<file path="config.mk">
export PLATFORM = sky130hd
export DESIGN_NAME = button_press_classifier
export DESIGN_NICKNAME = d
export VERILOG_FILES = /design/src/bpc_pkg.sv /design/src/bpc_ram.sv /design/src/button_press_classifier.sv
export SDC_FILE = /design/constraint.sdc
export NUM_CORES = 1
export LEC_CHECK = 0
export BUFFER_PORTS_ARGS = -buffer_cell sky130_fd_sc_hd__buf_2
export CORE_MARGIN = 2
export CORE_UTILIZATION = 40
export CTS_BUF_LIST = sky130_fd_sc_hd__clkbuf_8
export DETAILED_ROUTE_END_ITERATION = 8
export GPL_ROUTABILITY_DRIVEN = 0
export PLACE_DENSITY = 0.55
export SYNTH_ARGS = -nofsm -noshare
export SYNTH_HDL_FRONTEND = slang
export SYNTH_HIERARCHICAL = 1
export SYNTH_SLANG_ARGS = --single-unit
</file>
<file path="constraint.sdc">
create_clock -name aclk -period 16.5 [get_ports aclk]
set_clock_uncertainty 0.2 [all_clocks]
set_input_delay 0.825 -clock aclk [delete_from_list [all_inputs] [get_ports aclk]]
set_output_delay 0.825 -clock aclk [all_outputs]
set_load 0.05 [all_outputs]
</file>
<file path="src/bpc_pkg.sv">
package bpc_pkg;

    localparam int DEF_BUTTONS   = 5;
    localparam int DEF_TIME_BITS = 32;

    localparam int TICK_W     = 32;
    localparam int CFG_DATA_W = 40;
    localparam int CFG_IDX_W  = 3;
    localparam int LEVEL_W    = 5;
    localparam int PIN_W      = 8;
    localparam int MODES_W    = 10;
    localparam int PINS_W     = 40;
    localparam int BCOUNT_W   = 3;
    localparam int MODE_W     = 2;
    localparam int KIND_W     = 2;
    localparam int BTN_W      = 3;
    localparam int PCOUNT_W   = 8;

    localparam logic [CFG_IDX_W-1:0] REG_DEBOUNCE    = 3'd0;
    localparam logic [CFG_IDX_W-1:0] REG_LONG_PRESS  = 3'd1;
    localparam logic [CFG_IDX_W-1:0] REG_WINDOW      = 3'd2;
    localparam logic [CFG_IDX_W-1:0] REG_ACTIVE_HIGH = 3'd3;
    localparam logic [CFG_IDX_W-1:0] REG_BCOUNT      = 3'd4;
    localparam logic [CFG_IDX_W-1:0] REG_MODES       = 3'd5;
    localparam logic [CFG_IDX_W-1:0] REG_PINS        = 3'd6;

    localparam logic [TICK_W-1:0]   RST_DEBOUNCE    = 32'd50000;
    localparam logic [TICK_W-1:0]   RST_LONG_PRESS  = 32'd1000000;
    localparam logic [TICK_W-1:0]   RST_WINDOW      = 32'd500000;
    localparam logic                RST_ACTIVE_HIGH = 1'b1;
    localparam logic [BCOUNT_W-1:0] RST_BCOUNT      = 3'd5;
    localparam logic [MODES_W-1:0]  RST_MODES       = 10'd0;
    localparam logic [PINS_W-1:0]   RST_PINS        = 40'd0;

    localparam logic [MODE_W-1:0] MODE_POLL = 2'd0;
    localparam logic [MODE_W-1:0] MODE_RISE = 2'd1;
    localparam logic [MODE_W-1:0] MODE_FALL = 2'd2;
    localparam logic [MODE_W-1:0] MODE_BOTH = 2'd3;

    localparam logic CMD_POLL = 1'b0;
    localparam logic CMD_EDGE = 1'b1;

    localparam logic [KIND_W-1:0] KIND_LONG   = 2'd0;
    localparam logic [KIND_W-1:0] KIND_NORMAL = 2'd1;
    localparam logic [KIND_W-1:0] KIND_DOUBLE = 2'd2;

    localparam logic [PCOUNT_W-1:0] PCOUNT_MAX = 8'd255;

    typedef struct packed {
        logic [KIND_W-1:0] kind;
        logic [BTN_W-1:0]  button;
    } event_t;

endpackage

</file>
<file path="src/bpc_ram.sv">
module bpc_ram #(
    parameter int WIDTH = 8,
    parameter int DEPTH = 4,
    localparam int ADDR_W = (DEPTH > 1) ? $clog2(DEPTH) : 1
) (
    input  logic              aclk,
    input  logic              we,
    input  logic [ADDR_W-1:0] waddr,
    input  logic [WIDTH-1:0]  wdata,
    input  logic [ADDR_W-1:0] raddr,
    output logic [WIDTH-1:0]  rdata
);

    logic [WIDTH-1:0] mem [DEPTH];

    always_ff @(posedge aclk) begin
        if (we) begin
            mem[waddr] <= wdata;
        end
        rdata <= mem[raddr];
    end

endmodule

</file>
<file path="src/button_press_classifier.sv">
// Button press classifier for up to BUTTONS buttons. A poll request carries the raw
// levels and the current tick count; an edge request carries the pin that fired. Each
// button keeps first, last and record time stamps in a small two-port state RAM, with
// valid bits and the press count beside them. A poll visits the buttons in use one at a
// time (read, stamp, judge and write back, then hand out its events) and reports long,
// normal and double presses on the result channel, the final event of a poll flagged by
// m_last_event. A poll is held up while the result channel stalls; an edge request only
// reads, stamps and judges its one button and hands out no events. Both are paced by the
// read-modify-write of the state RAM, one button entry at a time. Registers are written
// through cfg_we, cfg_index and cfg_data only while the block is idle: the user must keep
// to this, the block itself does not enforce it.
module button_press_classifier
    import bpc_pkg::*;
#(
    parameter int BUTTONS   = DEF_BUTTONS,
    parameter int TIME_BITS = DEF_TIME_BITS
) (
    input  logic                  aclk,
    input  logic                  aresetn,

    input  logic                  cfg_we,
    input  logic [CFG_IDX_W-1:0]  cfg_index,
    input  logic [CFG_DATA_W-1:0] cfg_data,

    input  logic                  s_valid,
    output logic                  s_ready,
    input  logic                  s_command,
    input  logic [TIME_BITS-1:0]  s_now,
    input  logic [LEVEL_W-1:0]    s_levels,
    input  logic [PIN_W-1:0]      s_pin_number,

    output logic                  m_valid,
    input  logic                  m_ready,
    output logic [KIND_W-1:0]     m_event_kind,
    output logic [BTN_W-1:0]      m_button,
    output logic                  m_last_event
);

    localparam int IDX_W    = (BUTTONS > 1) ? $clog2(BUTTONS) : 1;
    localparam int CNT_W    = BCOUNT_W + 1;
    localparam int CMP_W    = (TIME_BITS > TICK_W) ? TIME_BITS : TICK_W;
    localparam int WORD_W   = 3 * TIME_BITS + PCOUNT_W;
    localparam int LAST_LSB = TIME_BITS;
    localparam int REC_LSB  = 2 * TIME_BITS;
    localparam int CNT_LSB  = 3 * TIME_BITS;

    localparam logic [2:0] ST_IDLE  = 3'd0;
    localparam logic [2:0] ST_READ  = 3'd1;
    localparam logic [2:0] ST_STAMP = 3'd2;
    localparam logic [2:0] ST_JUDGE = 3'd3;
    localparam logic [2:0] ST_EMIT  = 3'd4;
    localparam logic [2:0] ST_FLUSH = 3'd5;

    logic [2:0]           state_reg, state_next;

    logic [TICK_W-1:0]    deb_reg, long_reg, win_reg;
    logic                 ah_reg;
    logic [BCOUNT_W-1:0]  bcount_reg;
    logic [MODES_W-1:0]   modes_reg;
    logic [PINS_W-1:0]    pins_reg;

    logic                 cmd_reg, cmd_next;
    logic [TIME_BITS-1:0] now_reg, now_next;
    logic [LEVEL_W-1:0]   levels_reg, levels_next;
    logic [IDX_W-1:0]     idx_reg, idx_next;

    logic [BUTTONS-1:0]   fv_reg, fv_next;
    logic [BUTTONS-1:0]   lv_reg, lv_next;
    logic [BUTTONS-1:0]   rv_reg, rv_next;
    logic [BUTTONS-1:0]   cnt_ok_reg, cnt_ok_next;

    logic [TIME_BITS-1:0] stg_first_reg, stg_first_next;
    logic [TIME_BITS-1:0] stg_last_reg, stg_last_next;
    logic [TIME_BITS-1:0] stg_rec_reg, stg_rec_next;
    logic [PCOUNT_W-1:0]  stg_cnt_reg, stg_cnt_next;
    logic                 stg_fv_reg, stg_fv_next;
    logic                 stg_lv_reg, stg_lv_next;
    logic                 stg_rv_reg, stg_rv_next;

    logic                 ev_long_reg, ev_long_next;
    logic                 ev_press_reg, ev_press_next;
    logic [KIND_W-1:0]    ev_kind_reg, ev_kind_next;

    logic                 held_valid_reg, held_valid_next;
    event_t               held_reg, held_next;

    logic                 m_valid_reg, m_valid_next;
    event_t               m_ev_reg, m_ev_next;
    logic                 m_last_reg, m_last_next;

    logic [CNT_W-1:0]     used_cnt;
    logic                 hit;
    logic [IDX_W-1:0]     hit_idx;

    logic                 ram_we;
    logic [WORD_W-1:0]    ram_wdata;
    logic [WORD_W-1:0]    ram_rdata;

    logic [MODE_W-1:0]    cur_mode;
    logic                 cur_level;
    logic                 pressed;

    logic [TIME_BITS-1:0] quiet, hold, age;
    logic                 quiet_gt_deb, hold_gt_long, quiet_lt_win, age_gt_win;
    logic                 n_fv, n_lv, n_rv, counted;
    logic [TIME_BITS-1:0] n_rec;
    logic [PCOUNT_W-1:0]  n_cnt;
    logic                 j_long, j_press;
    logic [KIND_W-1:0]    j_kind;

    logic                 out_free;
    event_t               new_ev;

    bpc_ram #(
        .WIDTH (WORD_W),
        .DEPTH (BUTTONS)
    ) u_state_ram (
        .aclk  (aclk),
        .we    (ram_we),
        .waddr (idx_reg),
        .wdata (ram_wdata),
        .raddr (idx_reg),
        .rdata (ram_rdata)
    );

    assign used_cnt = ({1'b0, bcount_reg} > CNT_W'(BUTTONS)) ? CNT_W'(BUTTONS)
                                                              : {1'b0, bcount_reg};

    always_comb begin
        hit     = 1'b0;
        hit_idx = '0;
        for (int i = BUTTONS - 1; i >= 0; i--) begin
            if (CNT_W'(i) < used_cnt && PIN_W'(pins_reg >> (PIN_W * i)) == s_pin_number) begin
                hit     = 1'b1;
                hit_idx = IDX_W'(i);
            end
        end
    end

    assign cur_mode  = MODE_W'(modes_reg >> {idx_reg, 1'b0});
    assign cur_level = 1'(levels_reg >> idx_reg);
    assign pressed   = ah_reg ? cur_level : ~cur_level;

    assign quiet = now_reg - stg_last_reg;
    assign hold  = stg_last_reg - stg_first_reg;
    assign age   = now_reg - stg_rec_reg;

    assign quiet_gt_deb = CMP_W'(quiet) > CMP_W'(deb_reg);
    assign hold_gt_long = CMP_W'(hold) > CMP_W'(long_reg);
    assign quiet_lt_win = CMP_W'(quiet) < CMP_W'(win_reg);
    assign age_gt_win   = CMP_W'(age) > CMP_W'(win_reg);

    always_comb begin
        n_fv    = stg_fv_reg;
        n_lv    = stg_lv_reg;
        n_rv    = stg_rv_reg;
        n_rec   = stg_rec_reg;
        n_cnt   = stg_cnt_reg;
        counted = 1'b0;
        j_long  = 1'b0;
        j_press = 1'b0;
        j_kind  = KIND_NORMAL;
        if (cmd_reg == CMD_POLL) begin
            if (stg_fv_reg && stg_lv_reg && quiet_gt_deb) begin
                if (hold_gt_long) begin
                    j_long = 1'b1;
                    n_fv   = 1'b0;
                    n_lv   = 1'b0;
                end else if (quiet_lt_win) begin
                    if (stg_cnt_reg != PCOUNT_MAX) begin
                        n_cnt = stg_cnt_reg + PCOUNT_W'(1);
                    end
                    n_fv    = 1'b0;
                    n_lv    = 1'b0;
                    n_rec   = now_reg;
                    n_rv    = 1'b1;
                    counted = 1'b1;
                end
            end
            if (!counted && stg_rv_reg && stg_cnt_reg != '0 && age_gt_win) begin
                n_rv  = 1'b0;
                n_cnt = '0;
                if (stg_cnt_reg == PCOUNT_W'(1)) begin
                    j_press = 1'b1;
                    j_kind  = KIND_NORMAL;
                end else if (stg_cnt_reg == PCOUNT_W'(2)) begin
                    j_press = 1'b1;
                    j_kind  = KIND_DOUBLE;
                end
            end
        end
    end

    assign ram_we    = (state_reg == ST_JUDGE);
    assign ram_wdata = {n_cnt, n_rec, stg_last_reg, stg_first_reg};

    assign out_free = !m_valid_reg || m_ready;

    always_comb begin
        state_next      = state_reg;
        cmd_next        = cmd_reg;
        now_next        = now_reg;
        levels_next     = levels_reg;
        idx_next        = idx_reg;
        fv_next         = fv_reg;
        lv_next         = lv_reg;
        rv_next         = rv_reg;
        cnt_ok_next     = cnt_ok_reg;
        stg_first_next  = stg_first_reg;
        stg_last_next   = stg_last_reg;
        stg_rec_next    = stg_rec_reg;
        stg_cnt_next    = stg_cnt_reg;
        stg_fv_next     = stg_fv_reg;
        stg_lv_next     = stg_lv_reg;
        stg_rv_next     = stg_rv_reg;
        ev_long_next    = ev_long_reg;
        ev_press_next   = ev_press_reg;
        ev_kind_next    = ev_kind_reg;
        held_valid_next = held_valid_reg;
        held_next       = held_reg;
        m_valid_next    = m_valid_reg && !m_ready;
        m_ev_next       = m_ev_reg;
        m_last_next     = m_last_reg;
        new_ev.kind     = ev_long_reg ? KIND_LONG : ev_kind_reg;
        new_ev.button   = BTN_W'(idx_reg);

        case (state_reg)
            ST_IDLE: begin
                if (s_valid) begin
                    cmd_next    = s_command;
                    now_next    = s_now;
                    levels_next = s_levels;
                    if (used_cnt != '0) begin
                        if (s_command == CMD_POLL) begin
                            idx_next   = '0;
                            state_next = ST_READ;
                        end else if (hit) begin
                            idx_next   = hit_idx;
                            state_next = ST_READ;
                        end
                    end
                end
            end
            ST_READ: begin
                state_next = ST_STAMP;
            end
            ST_STAMP: begin
                stg_first_next = ram_rdata[0 +: TIME_BITS];
                stg_last_next  = ram_rdata[LAST_LSB +: TIME_BITS];
                stg_rec_next   = ram_rdata[REC_LSB +: TIME_BITS];
                stg_cnt_next   = cnt_ok_reg[idx_reg] ? ram_rdata[CNT_LSB +: PCOUNT_W] : '0;
                stg_fv_next    = fv_reg[idx_reg];
                stg_lv_next    = lv_reg[idx_reg];
                stg_rv_next    = rv_reg[idx_reg];
                if (cmd_reg == CMD_POLL) begin
                    if (pressed) begin
                        case (cur_mode)
                            MODE_RISE: begin
                                if (!fv_reg[idx_reg]) begin
                                    stg_first_next = now_reg;
                                    stg_fv_next    = 1'b1;
                                end
                            end
                            MODE_FALL: begin
                                if (fv_reg[idx_reg]) begin
                                    stg_last_next = now_reg;
                                    stg_lv_next   = 1'b1;
                                end
                            end
                            MODE_BOTH: begin
                            end
                            default: begin
                                if (!fv_reg[idx_reg]) begin
                                    stg_first_next = now_reg;
                                    stg_fv_next    = 1'b1;
                                end else begin
                                    stg_last_next = now_reg;
                                    stg_lv_next   = 1'b1;
                                end
                            end
                        endcase
                    end
                end else begin
                    case (cur_mode)
                        MODE_RISE: begin
                            if (!lv_reg[idx_reg]) begin
                                stg_last_next = now_reg;
                                stg_lv_next   = 1'b1;
                            end
                        end
                        MODE_FALL: begin
                            if (!fv_reg[idx_reg]) begin
                                stg_first_next = now_reg;
                                stg_fv_next    = 1'b1;
                            end
                        end
                        MODE_BOTH: begin
                            if (!fv_reg[idx_reg]) begin
                                stg_first_next = now_reg;
                                stg_fv_next    = 1'b1;
                            end else begin
                                stg_last_next = now_reg;
                                stg_lv_next   = 1'b1;
                            end
                        end
                        default: begin
                        end
                    endcase
                end
                state_next = ST_JUDGE;
            end
            ST_JUDGE: begin
                fv_next[idx_reg]     = n_fv;
                lv_next[idx_reg]     = n_lv;
                rv_next[idx_reg]     = n_rv;
                cnt_ok_next[idx_reg] = 1'b1;
                ev_long_next         = j_long;
                ev_press_next        = j_press;
                ev_kind_next         = j_kind;
                state_next           = (cmd_reg == CMD_EDGE) ? ST_IDLE : ST_EMIT;
            end
            ST_EMIT: begin
                if (ev_long_reg || ev_press_reg) begin
                    if (!held_valid_reg || out_free) begin
                        if (held_valid_reg) begin
                            m_valid_next = 1'b1;
                            m_ev_next    = held_reg;
                            m_last_next  = 1'b0;
                        end
                        held_valid_next = 1'b1;
                        held_next       = new_ev;
                        if (ev_long_reg) begin
                            ev_long_next = 1'b0;
                        end else begin
                            ev_press_next = 1'b0;
                        end
                    end
                end else if (CNT_W'(idx_reg) + CNT_W'(1) < used_cnt) begin
                    idx_next   = idx_reg + IDX_W'(1);
                    state_next = ST_READ;
                end else begin
                    state_next = ST_FLUSH;
                end
            end
            ST_FLUSH: begin
                if (!held_valid_reg) begin
                    state_next = ST_IDLE;
                end else if (out_free) begin
                    m_valid_next    = 1'b1;
                    m_ev_next       = held_reg;
                    m_last_next     = 1'b1;
                    held_valid_next = 1'b0;
                    state_next      = ST_IDLE;
                end
            end
            default: begin
                state_next = ST_IDLE;
            end
        endcase
    end

    always_ff @(posedge aclk) begin
        if (!aresetn) begin
            state_reg      <= ST_IDLE;
            deb_reg        <= RST_DEBOUNCE;
            long_reg       <= RST_LONG_PRESS;
            win_reg        <= RST_WINDOW;
            ah_reg         <= RST_ACTIVE_HIGH;
            bcount_reg     <= RST_BCOUNT;
            modes_reg      <= RST_MODES;
            pins_reg       <= RST_PINS;
            fv_reg         <= '0;
            lv_reg         <= '0;
            rv_reg         <= '0;
            cnt_ok_reg     <= '0;
            ev_long_reg    <= 1'b0;
            ev_press_reg   <= 1'b0;
            held_valid_reg <= 1'b0;
            m_valid_reg    <= 1'b0;
        end else begin
            state_reg      <= state_next;
            fv_reg         <= fv_next;
            lv_reg         <= lv_next;
            rv_reg         <= rv_next;
            cnt_ok_reg     <= cnt_ok_next;
            ev_long_reg    <= ev_long_next;
            ev_press_reg   <= ev_press_next;
            held_valid_reg <= held_valid_next;
            m_valid_reg    <= m_valid_next;
            if (cfg_we) begin
                case (cfg_index)
                    REG_DEBOUNCE:    deb_reg    <= cfg_data[TICK_W-1:0];
                    REG_LONG_PRESS:  long_reg   <= cfg_data[TICK_W-1:0];
                    REG_WINDOW:      win_reg    <= cfg_data[TICK_W-1:0];
                    REG_ACTIVE_HIGH: ah_reg     <= cfg_data[0];
                    REG_BCOUNT:      bcount_reg <= cfg_data[BCOUNT_W-1:0];
                    REG_MODES:       modes_reg  <= cfg_data[MODES_W-1:0];
                    REG_PINS:        pins_reg   <= cfg_data[PINS_W-1:0];
                    default: begin
                    end
                endcase
            end
        end
    end

    always_ff @(posedge aclk) begin
        cmd_reg       <= cmd_next;
        now_reg       <= now_next;
        levels_reg    <= levels_next;
        idx_reg       <= idx_next;
        stg_first_reg <= stg_first_next;
        stg_last_reg  <= stg_last_next;
        stg_rec_reg   <= stg_rec_next;
        stg_cnt_reg   <= stg_cnt_next;
        stg_fv_reg    <= stg_fv_next;
        stg_lv_reg    <= stg_lv_next;
        stg_rv_reg    <= stg_rv_next;
        ev_kind_reg   <= ev_kind_next;
        held_reg      <= held_next;
        m_ev_reg      <= m_ev_next;
        m_last_reg    <= m_last_next;
    end

    assign s_ready      = (state_reg == ST_IDLE);
    assign m_valid      = m_valid_reg;
    assign m_event_kind = m_ev_reg.kind;
    assign m_button     = m_ev_reg.button;
    assign m_last_event = m_last_reg;

endmodule

</file>
After elaboration in Yosys (flattened, before gate mapping) --
Memories as Yosys holds them, arrays and structs flattened. A register that Yosys moved wholly into a read port is not among the register bits. Cells that the tools add are included.
Storage, ports and cells: flip-flop bits (word level) 338, memory bits (writable) 520, output and inout port bits 8, memories 1
Cells by class: add/subtract/negate cells 6, order comparisons 13, equality and inequality tests 34, shifts and indexed selects 2, muxes and demuxes 129, bitwise logic cells 3, reduce and logical (&&, ||, !) cells 44
Memories:
- u_state_ram.mem | depth 5, bits a word 104, rd ports 1, clocked after Yosys merged registers in 1, wr ports 1, RTL line bpc_ram.sv:14 | logic [WIDTH-1:0] mem [DEPTH];
Operator list (number):
- two-way mux 32 bit | 14
- greater-than comparator 32 bit | 3
- subtractor 32 bit | 3
- two-way mux 1 bit | 64
- case mux 32 bit (2 select lines) | 1
- two-way mux 3 bit | 21
- two-way mux 8 bit | 6
- equality test 8 bit | 5
- < comparator 32 bit | 1
- two-way mux 5 bit | 5
- != test 2 bit, second input constant | 9
- case mux 3 bit (6 select lines) | 1
- AND reduction 2 bit | 8
- bitwise mux 5 bit | 3
- equality test 3 bit, second input constant | 5
- binary-select mux 1 bit (select 3 bit) | 4
- equality test 3 x 2 -> 1 bit, second input constant | 4
- logical AND 1 bit | 12
- case mux 1 bit (2 select lines) | 6
- AND reduction 6 bit | 2
- case mux 5 bit (2 select lines) | 1
- right shift 10 x 4 -> 2 bit | 1
- AND reduction 3 bit | 3
- adder 8 x 1 -> 8 bit, second input constant | 1
- 34 further kinds | 48

Logic depth before layout (Yosys ltp) --
Gate-level depths: netlist of run 1.
depth after elaboration 14, depth in mapped cells 27

Modules after synthesis --
Netlist of run 1, hierarchy kept.
Modules (own cells, without submodules):
- bpc_ram | times used 1, cells each 1221, area each 22848.2 sq um, sequential area each 17697.0 sq um
- button_press_classifier | times used 1, cells each 2365, area each 21619.5 sq um, sequential area each 8378.0 sq um

Least setup slack after synthesis of run 1 --
OpenSTA, ideal clock, no wires.
path kind register to register, from reg state_reg[1], to mem u_state_ram/mem[0][0] (netlist name), enable pin, library setup time 0.857 ns, arrival 11.696 ns, slack 3.746 ns, cell stages (with the launch flop) 5, path buffers 1, period minus slack after synthesis 12.754 ns, cell sequence dfxtp_1 -> clkbuf_1 -> nand3b_1 -> inv_1 -> nor4b_1
Between the ends: cells in the longest elaborated chain, start to end 3
RTL lines:
- start, declared | RTL line button_press_classifier.sv:54 | logic [2:0] state_reg, state_next;
- start signal, assigned | RTL line button_press_classifier.sv:381 | state_reg <= state_next;
- equality test 3 x 2 -> 1 bit | RTL line button_press_classifier.sv:194 | assign ram_we = (state_reg == ST_JUDGE);
- via ram_we | RTL line button_press_classifier.sv:95 | logic ram_we;
- two-way mux 1 bit | RTL line bpc_ram.sv:17 | if (we) begin
- two-way mux 1 bit (implied by the code) | RTL line bpc_ram.sv:18 | mem[waddr] <= wdata;
- end, declared | RTL line bpc_ram.sv:14
The timed path passes the listed nets, and every way through them passes these cells.

Worst setup path after layout of run 1 --
from reg stg_last_reg[1], to mem u_state_ram/mem[2][75] (netlist name) (data pin)
Between the ends: cells in the longest elaborated chain, start to end 6, elaborated cells between the ends (all ways) 10, those cells by class add/sub (2); order compare (3); mux (4); reduce/logical (1)
RTL lines:
- start, declared | RTL line button_press_classifier.sv:73 | logic [TIME_BITS-1:0] stg_last_reg, stg_last_next;
- start signal, assigned | RTL line button_press_classifier.sv:412 | stg_last_reg <= stg_last_next;
- subtractor 32 bit | RTL line button_press_classifier.sv:144 | assign quiet = now_reg - stg_last_reg;
- < comparator 32 bit | RTL line button_press_classifier.sv:150 | assign quiet_lt_win = CMP_W'(quiet) < CMP_W'(win_reg);
- two-way mux 32 bit | RTL line button_press_classifier.sv:169 | end else if (quiet_lt_win) begin
- two-way mux 32 bit | RTL line button_press_classifier.sv:165 | if (hold_gt_long) begin
- two-way mux 32 bit * | RTL line button_press_classifier.sv:164 | if (stg_fv_reg && stg_lv_reg && quiet_gt_deb) begin
- two-way mux 32 bit * | RTL line button_press_classifier.sv:163 | if (cmd_reg == CMD_POLL) begin
- via n_rec[11] | RTL line button_press_classifier.sv:106 | logic [TIME_BITS-1:0] n_rec;
The timed path passes the listed nets; every way through them passes the cells marked *.

==> results_dict.tcl, run 1 <==
set metrics [dict create \
    outcome "complete, no violations" \
    synth_top_area_frac 0.460 \
    io_pins 102 \
    synth_cell_types 81 \
    final.min_clock_period_ns 7.17 \
    final_max_slew_viol_count 0 \
    die_h_um 337 \
    core_um2 111000 \
    async_reset_ff_frac 0 \
    die-area_um2 114000 \
    drive_above_1_share 0.152 \
    synth-simple-area-share 0.0869 \
    clk-insertion-delay-late_ns 0.85 \
    clock-root-buffer "clkbuf_8" \
    rsz0062_at_grt "false" \
    worstMarginPinSlew_ns 1.16 \
    initial_core_util 0.402 \
    grt_pass1_wl_um 175000 \
    synthCells 3586 \
    synth_area_leaders "edfxtp_1 (46%), dfxtp_1 (13%), ha_1 (6.4%)" \
    synth_area_um2 44500 \
    dr.pass1.iters 5 \
    setup_violations 0 \
    drc 0 \
    yosys_warnings 6 \
    track_usage 0.206 \
    synth-adder-area-share 0.0652 \
    path_class "flip-flop to flip-flop" \
    wl_met3_um 6070 \
    ir_worst_vdd_mv 0.0765 \
    hold_slack_ns 0.0642 \
    hp-class "input pin to flip-flop" \
    clk_path_buf_depth 3 \
    hpwl_um 74000 \
    ys_seq_area_frac 0.586 \
    largest_reg_flops 520 \
    hold_buffers 44 \
    netlist.top_cell.by_area "edfxtp_1" \
    area_growth_pct 12.6 \
    fmax_mhz 139 \
    drtIter0Drc 1809 \
    htree_levels 4 \
    nFillCells 10200 \
    synth-compound-area-share 0.147 \
    grt_max_degree 114 \
    synth_top_family_by_area "compound AO/OA/AOI/OAI gates" \
    place_ws_ns 9.46 \
    port-buffer-count 101 \
    antenna_found_initial 13 \
    routed_via_density 5.19 \
    wl_met1_um 52800 \
    maxUsedRoutingLayer "met5" \
    crit_required_ns 16.78 \
    grt_pass1_vias 27900 \
    cts.sinks 962 \
    crit_fanout 44 \
    synth.net_count 3910 \
    synth-seq-cells 962 \
    p_per_area_nw_per_um2 132 \
    cts_resized 0 \
    synthTopCellsByCount "edfxtp_1 (681), nand2_1 (397), inv_1 (329), dfxtp_1 (281), ha_1 (227)" \
    max_cap_violations 0 \
    final_hold_viol_count 0 \
    r2r_setup_slack_ns 9.33 \
    path_clk_slew_ns 0.06 \
    via_count 28200 \
    cp-start-kind "flip-flop" \
    fp.dieW_um 337 \
    grt_overflow 0 \
    ys.flop_type "edfxtp_1" \
    yosysMostFrequentCell "edfxtp_1" \
    met2_length_um 54400 \
    numCtsBuffers 162 \
    fin_util 0.453 \
    synth-edff-count 681 \
    wl_per_cell_um 21.5 \
    antenna_left 0 \
    drt_wl_total_um 116000 \
    setup_ws_ns 9.33 \
    p_leak_nw 18.6 \
    fin_crit_sh 0.435 \
    synth_xor_area_frac 0.0246 \
    muxShareOfSynthArea 0.0435 \
    endpoint_kind "flip-flop" \
    cts_tree "built" \
    relSlewSlack 0.215 \
    nets 4112 \
    post_cts_buffers 0 \
    tns_ns 0 \
    syn_area_per_cell_um2 12.4 \
    rows 122 \
    timing.critical_path.arrival_ns 7.45 \
]
[metal layers]
metal	GRT usage	vias to the layer above
li1	-	13500
met1	0.278	13800
met2	0.335	625
met3	0.0375	202
met4	0.0662	8
met5	0	-
[per-stage QoR]
stage	cells	total power, mW	cell area [µm²]
after floorplan	3586	4.12	44500
after CTS	5414	6.68	50000
after global routing	5418	6.97	50000
after detailed placement	5068	4.57	46400
final	5422	6.61	50100
after global placement	5068	4.57	46400
[cells by family after synthesis]
group / Yosys count
mux: 181
compound gates: 807
fa+ha+maj: 230
simple gates: 803
buf+inv: 478
flops: 962
xor+xnor: 125
[cell usage in the layout (no fill, tap or decap), drive strengths merged, types with 15 or more instances in the layout]
cell and instances:
a21o 76, ha 227, a221oi 107, clkbuf 174, a21boi 136, dfxtp 281
xnor2 87, inv 402, nand4 41, nor2b 128, buf 143, o211ai 28
nand3 31, nand2 397, o21ai 91, dlygate4sd3 44, a211oi 119, clkinv 43
xor2 38, nor3 25, mux2i 111, a21oi 112, mux2 67, and3 15
edfxtp 681, o21a 32, and2b 16, o22ai 16, nor2 77
[power by group]
group | internal (mW) | switching [mW]
clock | 1.09 | 0.987
sequential | 2.82 | 0.107
combinational | 0.640 | 0.966
[worst max-delay path, stage by stage (launching register included)]
cell	delay (ns)
edfxtp_1	0.53
inv_1	0.13
ha_1	0.28
nor2b_1	0.13
o21ai_0	0.25
o22ai_1	0.22
o2111a_1	0.38
a211oi_1	0.63
o31a_1	0.29
o21ai_1	0.18
a221oi_2	0.41
o31ai_1	0.16
xnor2_1	0.18
ha_1	0.32
nand4_1	0.11
or3_1	0.37
or2_2	0.29
a21o_1	0.17
a211o_1	0.33
a211oi_4	0.23
buf_4	0.56
o21ai_0	0.35
[worst paths after layout]
path / cells past startpoint / from / to
hold / removal: 1 / s_now[12] / now_reg[12]
setup reg to reg: 21 / stg_last_reg[1] / u_state_ram/mem[2][75]
setup / recovery: 21 / stg_last_reg[1] / u_state_ram/mem[2][75]
hold reg to reg: 0 / u_state_ram/rdata[89] / stg_rec_reg[25]
[final cells by class]
| class | count | area (µm²) | share of cell area |
|---|---|---|---|
| Clock buffer | 174 | 2390 | 0.0478 |
| Multi-Input combinational cell | 2146 | 16400 | 0.328 |
| Clock inverter | 128 | 778 | 0.0155 |
| Timing Repair Buffer | 187 | 1280 | 0.0255 |
| Sequential cell | 962 | 26100 | 0.521 |
| Tap cell | 1488 | 1860 | 0.0372 |
| Inverter | 329 | 1230 | 0.0247 |
| Antenna cell | 8 | 20.0 | 0.000400 |
Note: power is estimated with default switching activity, not from simulation.
==> inputs of run 2 (changes only) <==
--- a/config.mk
+++ b/config.mk
@@ -5,6 +5,7 @@
 export SDC_FILE = /design/constraint.sdc
 export NUM_CORES = 1
 export LEC_CHECK = 0
+export ABC_AREA = 1
 export BUFFER_PORTS_ARGS = -buffer_cell sky130_fd_sc_hd__buf_2
 export CORE_MARGIN = 2
 export CORE_UTILIZATION = 40
==> constraint.sdc (replaced) <==
create_clock -name aclk -period 7 [get_ports aclk]
set_clock_uncertainty 0.2 [all_clocks]
set_input_delay 0.35 -clock aclk [delete_from_list [all_inputs] [get_ports aclk]]
set_output_delay 0.35 -clock aclk [all_outputs]
set_load 0.05 [all_outputs]
==> run 2 against run 1 <==
Effect of this change:
- first-iteration DRC count is 64% higher
- fmax is 22% higher
- critical path depth increased by 5
- power is 130% higher
- design area increased by 6.7%
- register-to-register slack got worse by 8.2 ns
- wire length increased by 26%
- die area increased by 5.2%
- via count rose by 29%
- non-clock buffer count is 103 higher
- clock power rose by 140%
- critical endpoint is now u_state_ram/mem[0][90]
==> results_dict.tcl, run 2 <==
set metrics [dict create \
    cp-start-kind "flip-flop" \
    synthTopCellsByCount "nand2_1 (1408), inv_1 (796), edfxtp_1 (681), o21ai_0 (326), a21oi_1 (315)" \
    layout.cells.non_filler 7118 \
    r2r_setup_slack_ns 1.11 \
    dr.pass1.iters 6 \
    reg2reg_depth 26 \
    cts.sinks 962 \
    syn_area_per_cell_um2 9.03 \
    final.min_clock_period_ns 5.89 \
    fp.dieW_um 346 \
    slowest_stage "a21boi_0" \
    yosys_warnings 6 \
    relSlewSlack 0.195 \
    drt_wl_total_um 147000 \
    p_per_area_nw_per_um2 280 \
    synthCells 5187 \
    fin_util 0.460 \
    synth.net_count 5511 \
    p_leak_nw 23.9 \
    grt_max_degree 122 \
    synth_area_um2 46800 \
    ys.flop_type "edfxtp_1" \
    synth-edff-count 681 \
    io_pins 102 \
    r2r_start "now_reg[0]" \
    hold_path.startpoint "s_now[7]" \
    timing.critical_path.arrival_ns 6.26 \
    drive_above_1_share 0.0805 \
    path_clk_slew_ns 0.06 \
    htree_levels 4 \
    synth_top_area_frac 0.437 \
    ys_seq_area_frac 0.557 \
    yosysMostFrequentCell "nand2_1" \
    area_growth_pct 14.1 \
    cp_slowest_stage_delay_ns 0.42 \
    via_count 36200 \
    outcome "complete, no violations" \
    nets 5779 \
    track_usage 0.242 \
    layout.area.seq_um2 26100 \
    antenna_left 0 \
    die_h_um 346 \
    drc 0 \
    crit_fanout 51 \
    cts_tree "built" \
    routed_via_density 5.09 \
    synth_area_leaders "edfxtp_1 (44%), dfxtp_1 (12%), nand2_1 (11%)" \
    die-area_um2 120000 \
    multiInputGateArea_um2 16900 \
    final_max_slew_viol_count 0 \
    wl_per_cell_um 20.6 \
    final_hold_viol_count 0 \
    clock-root-buffer "clkbuf_8" \
    final_common_cell "nand2_1" \
    largest_reg_flops 520 \
    hpwl_um 94200 \
    mostFrequentLayoutCells "nand2_1 (1408), inv_1 (864), edfxtp_1 (681), o21ai_0 (326), a21oi_1 (315)" \
    nFillCells 11200 \
    port-buffer-count 101 \
    worstHoldEndpoint "now_reg[7]" \
    clk_path_buf_depth 3 \
    path_class "flip-flop to flip-flop" \
    fin_crit_sh 0.841 \
    setup_violations 0 \
    grt_pass1_vias 34200 \
    worst_path_most_repeated_cell "nand2_1" \
    whs_path_depth 2 \
    synth-seq-cells 962 \
    core_um2 116000 \
    hp-class "input pin to flip-flop" \
    synth_cell_types 53 \
    r2r_end "u_state_ram/mem[0][90]" \
    grt_overflow 0 \
    async_reset_ff_frac 0 \
    grt_pass1_wl_um 218000 \
    endpoint_kind "flip-flop" \
    rows 125 \
    netlist.top_cell.by_area "edfxtp_1" \
    fmax_mhz 170 \
    clk-insertion-delay-late_ns 0.87 \
    antenna_found_initial 3 \
    crit_required_ns 7.37 \
    numCtsBuffers 161 \
    post_cts_buffers 0 \
    initial_core_util 0.403 \
    max_cap_violations 0 \
    placedCellCount 6688 \
    rsz0062_at_grt "false" \
    ir_worst_vdd_mv 0.165 \
    drtIter0Drc 2958 \
    worstMarginPinSlew_ns 1.20 \
]
-- run 2: report_power, final --
part	internal, mW	switching (mW)	total (mW)
clock network	2.58	2.34	4.92
registers	6.50	0.229	6.73
logic	1.09	2.25	3.33
-- run 2: critical path, delay by kind of cell (launching register included) --
family	cells	cell delay [ns]
simple gates	12	1.09
fa+ha+maj	3	0.87
compound gates	6	1.90
xor+xnor	1	0.30
flops	1	0.39
buf+inv	4	0.79
-- run 2: timing repair --
item	in CTS	in global routing
hold endpoints to repair	212	0
hold buffers	128	0
resized for setup	0	0
-- run 2: through the flow --
step                cell area (µm²)  worst slack (ns)  hold slack, ns  total power [mW]  TNS (ns)
detailed placement            48900              1.28           0.189              10.1         0
floorplan                     46800             -1.84           0.186              8.97   -381.98
global placement              48900              1.33           0.186              10.0         0
global route                  53400             0.745          0.0677              15.8         0
CTS                           53400              1.21         0.00487              15.0         0
finish                        53400              1.11          0.0934              15.0         0
-- run 2: kinds of logic after synthesis --
group	after synthesis	share of synthesized area
adder cells (fa/ha/maj)	230	0.0619
AO/OA/AOI/OAI	801	0.0954
flip-flops	962	0.557
AND/OR/NAND/NOR	2091	0.182
XOR/XNOR	108	0.0202
buffers and inverters	995	0.0836
-- run 2: routing by layer --
metal  vias to the layer above  share of wire  global-route usage
met3                       243          0.058              0.0314
met2                      1179           0.46               0.396
li1                      17600              -                   -
met1                     17200           0.44               0.327
met4                         0          0.038              0.0976
met5                         -              0                   0
-- run 2: how the worst max path moves through the flow --
| stage | cells after the start | from | endpoint |
|---|---|---|---|
| final | 26 | now_reg[0] | u_state_ram/mem[0][90] |
| after global routing | 26 | now_reg[0] | u_state_ram/mem[1][90] |
| after CTS | 26 | now_reg[0] | u_state_ram/mem[0][90] |
| after detailed placement | 25 | now_reg[0] | u_state_ram/mem[0][90] |
| after global placement | 25 | now_reg[0] | u_state_ram/mem[0][84] |
| after floorplan | 4 | state_reg[1] | u_state_ram/mem[1][0] |
-- run 2: cell type report --
cell class	instances	area share
well taps	1524	0.0357
diodes	3	0.000141
clock buffers	185	0.0477
flip-flops and latches	962	0.488
repair buffers	290	0.0430
multi-input cells	3230	0.316
inverters	810	0.0571
clock inverters	114	0.0123
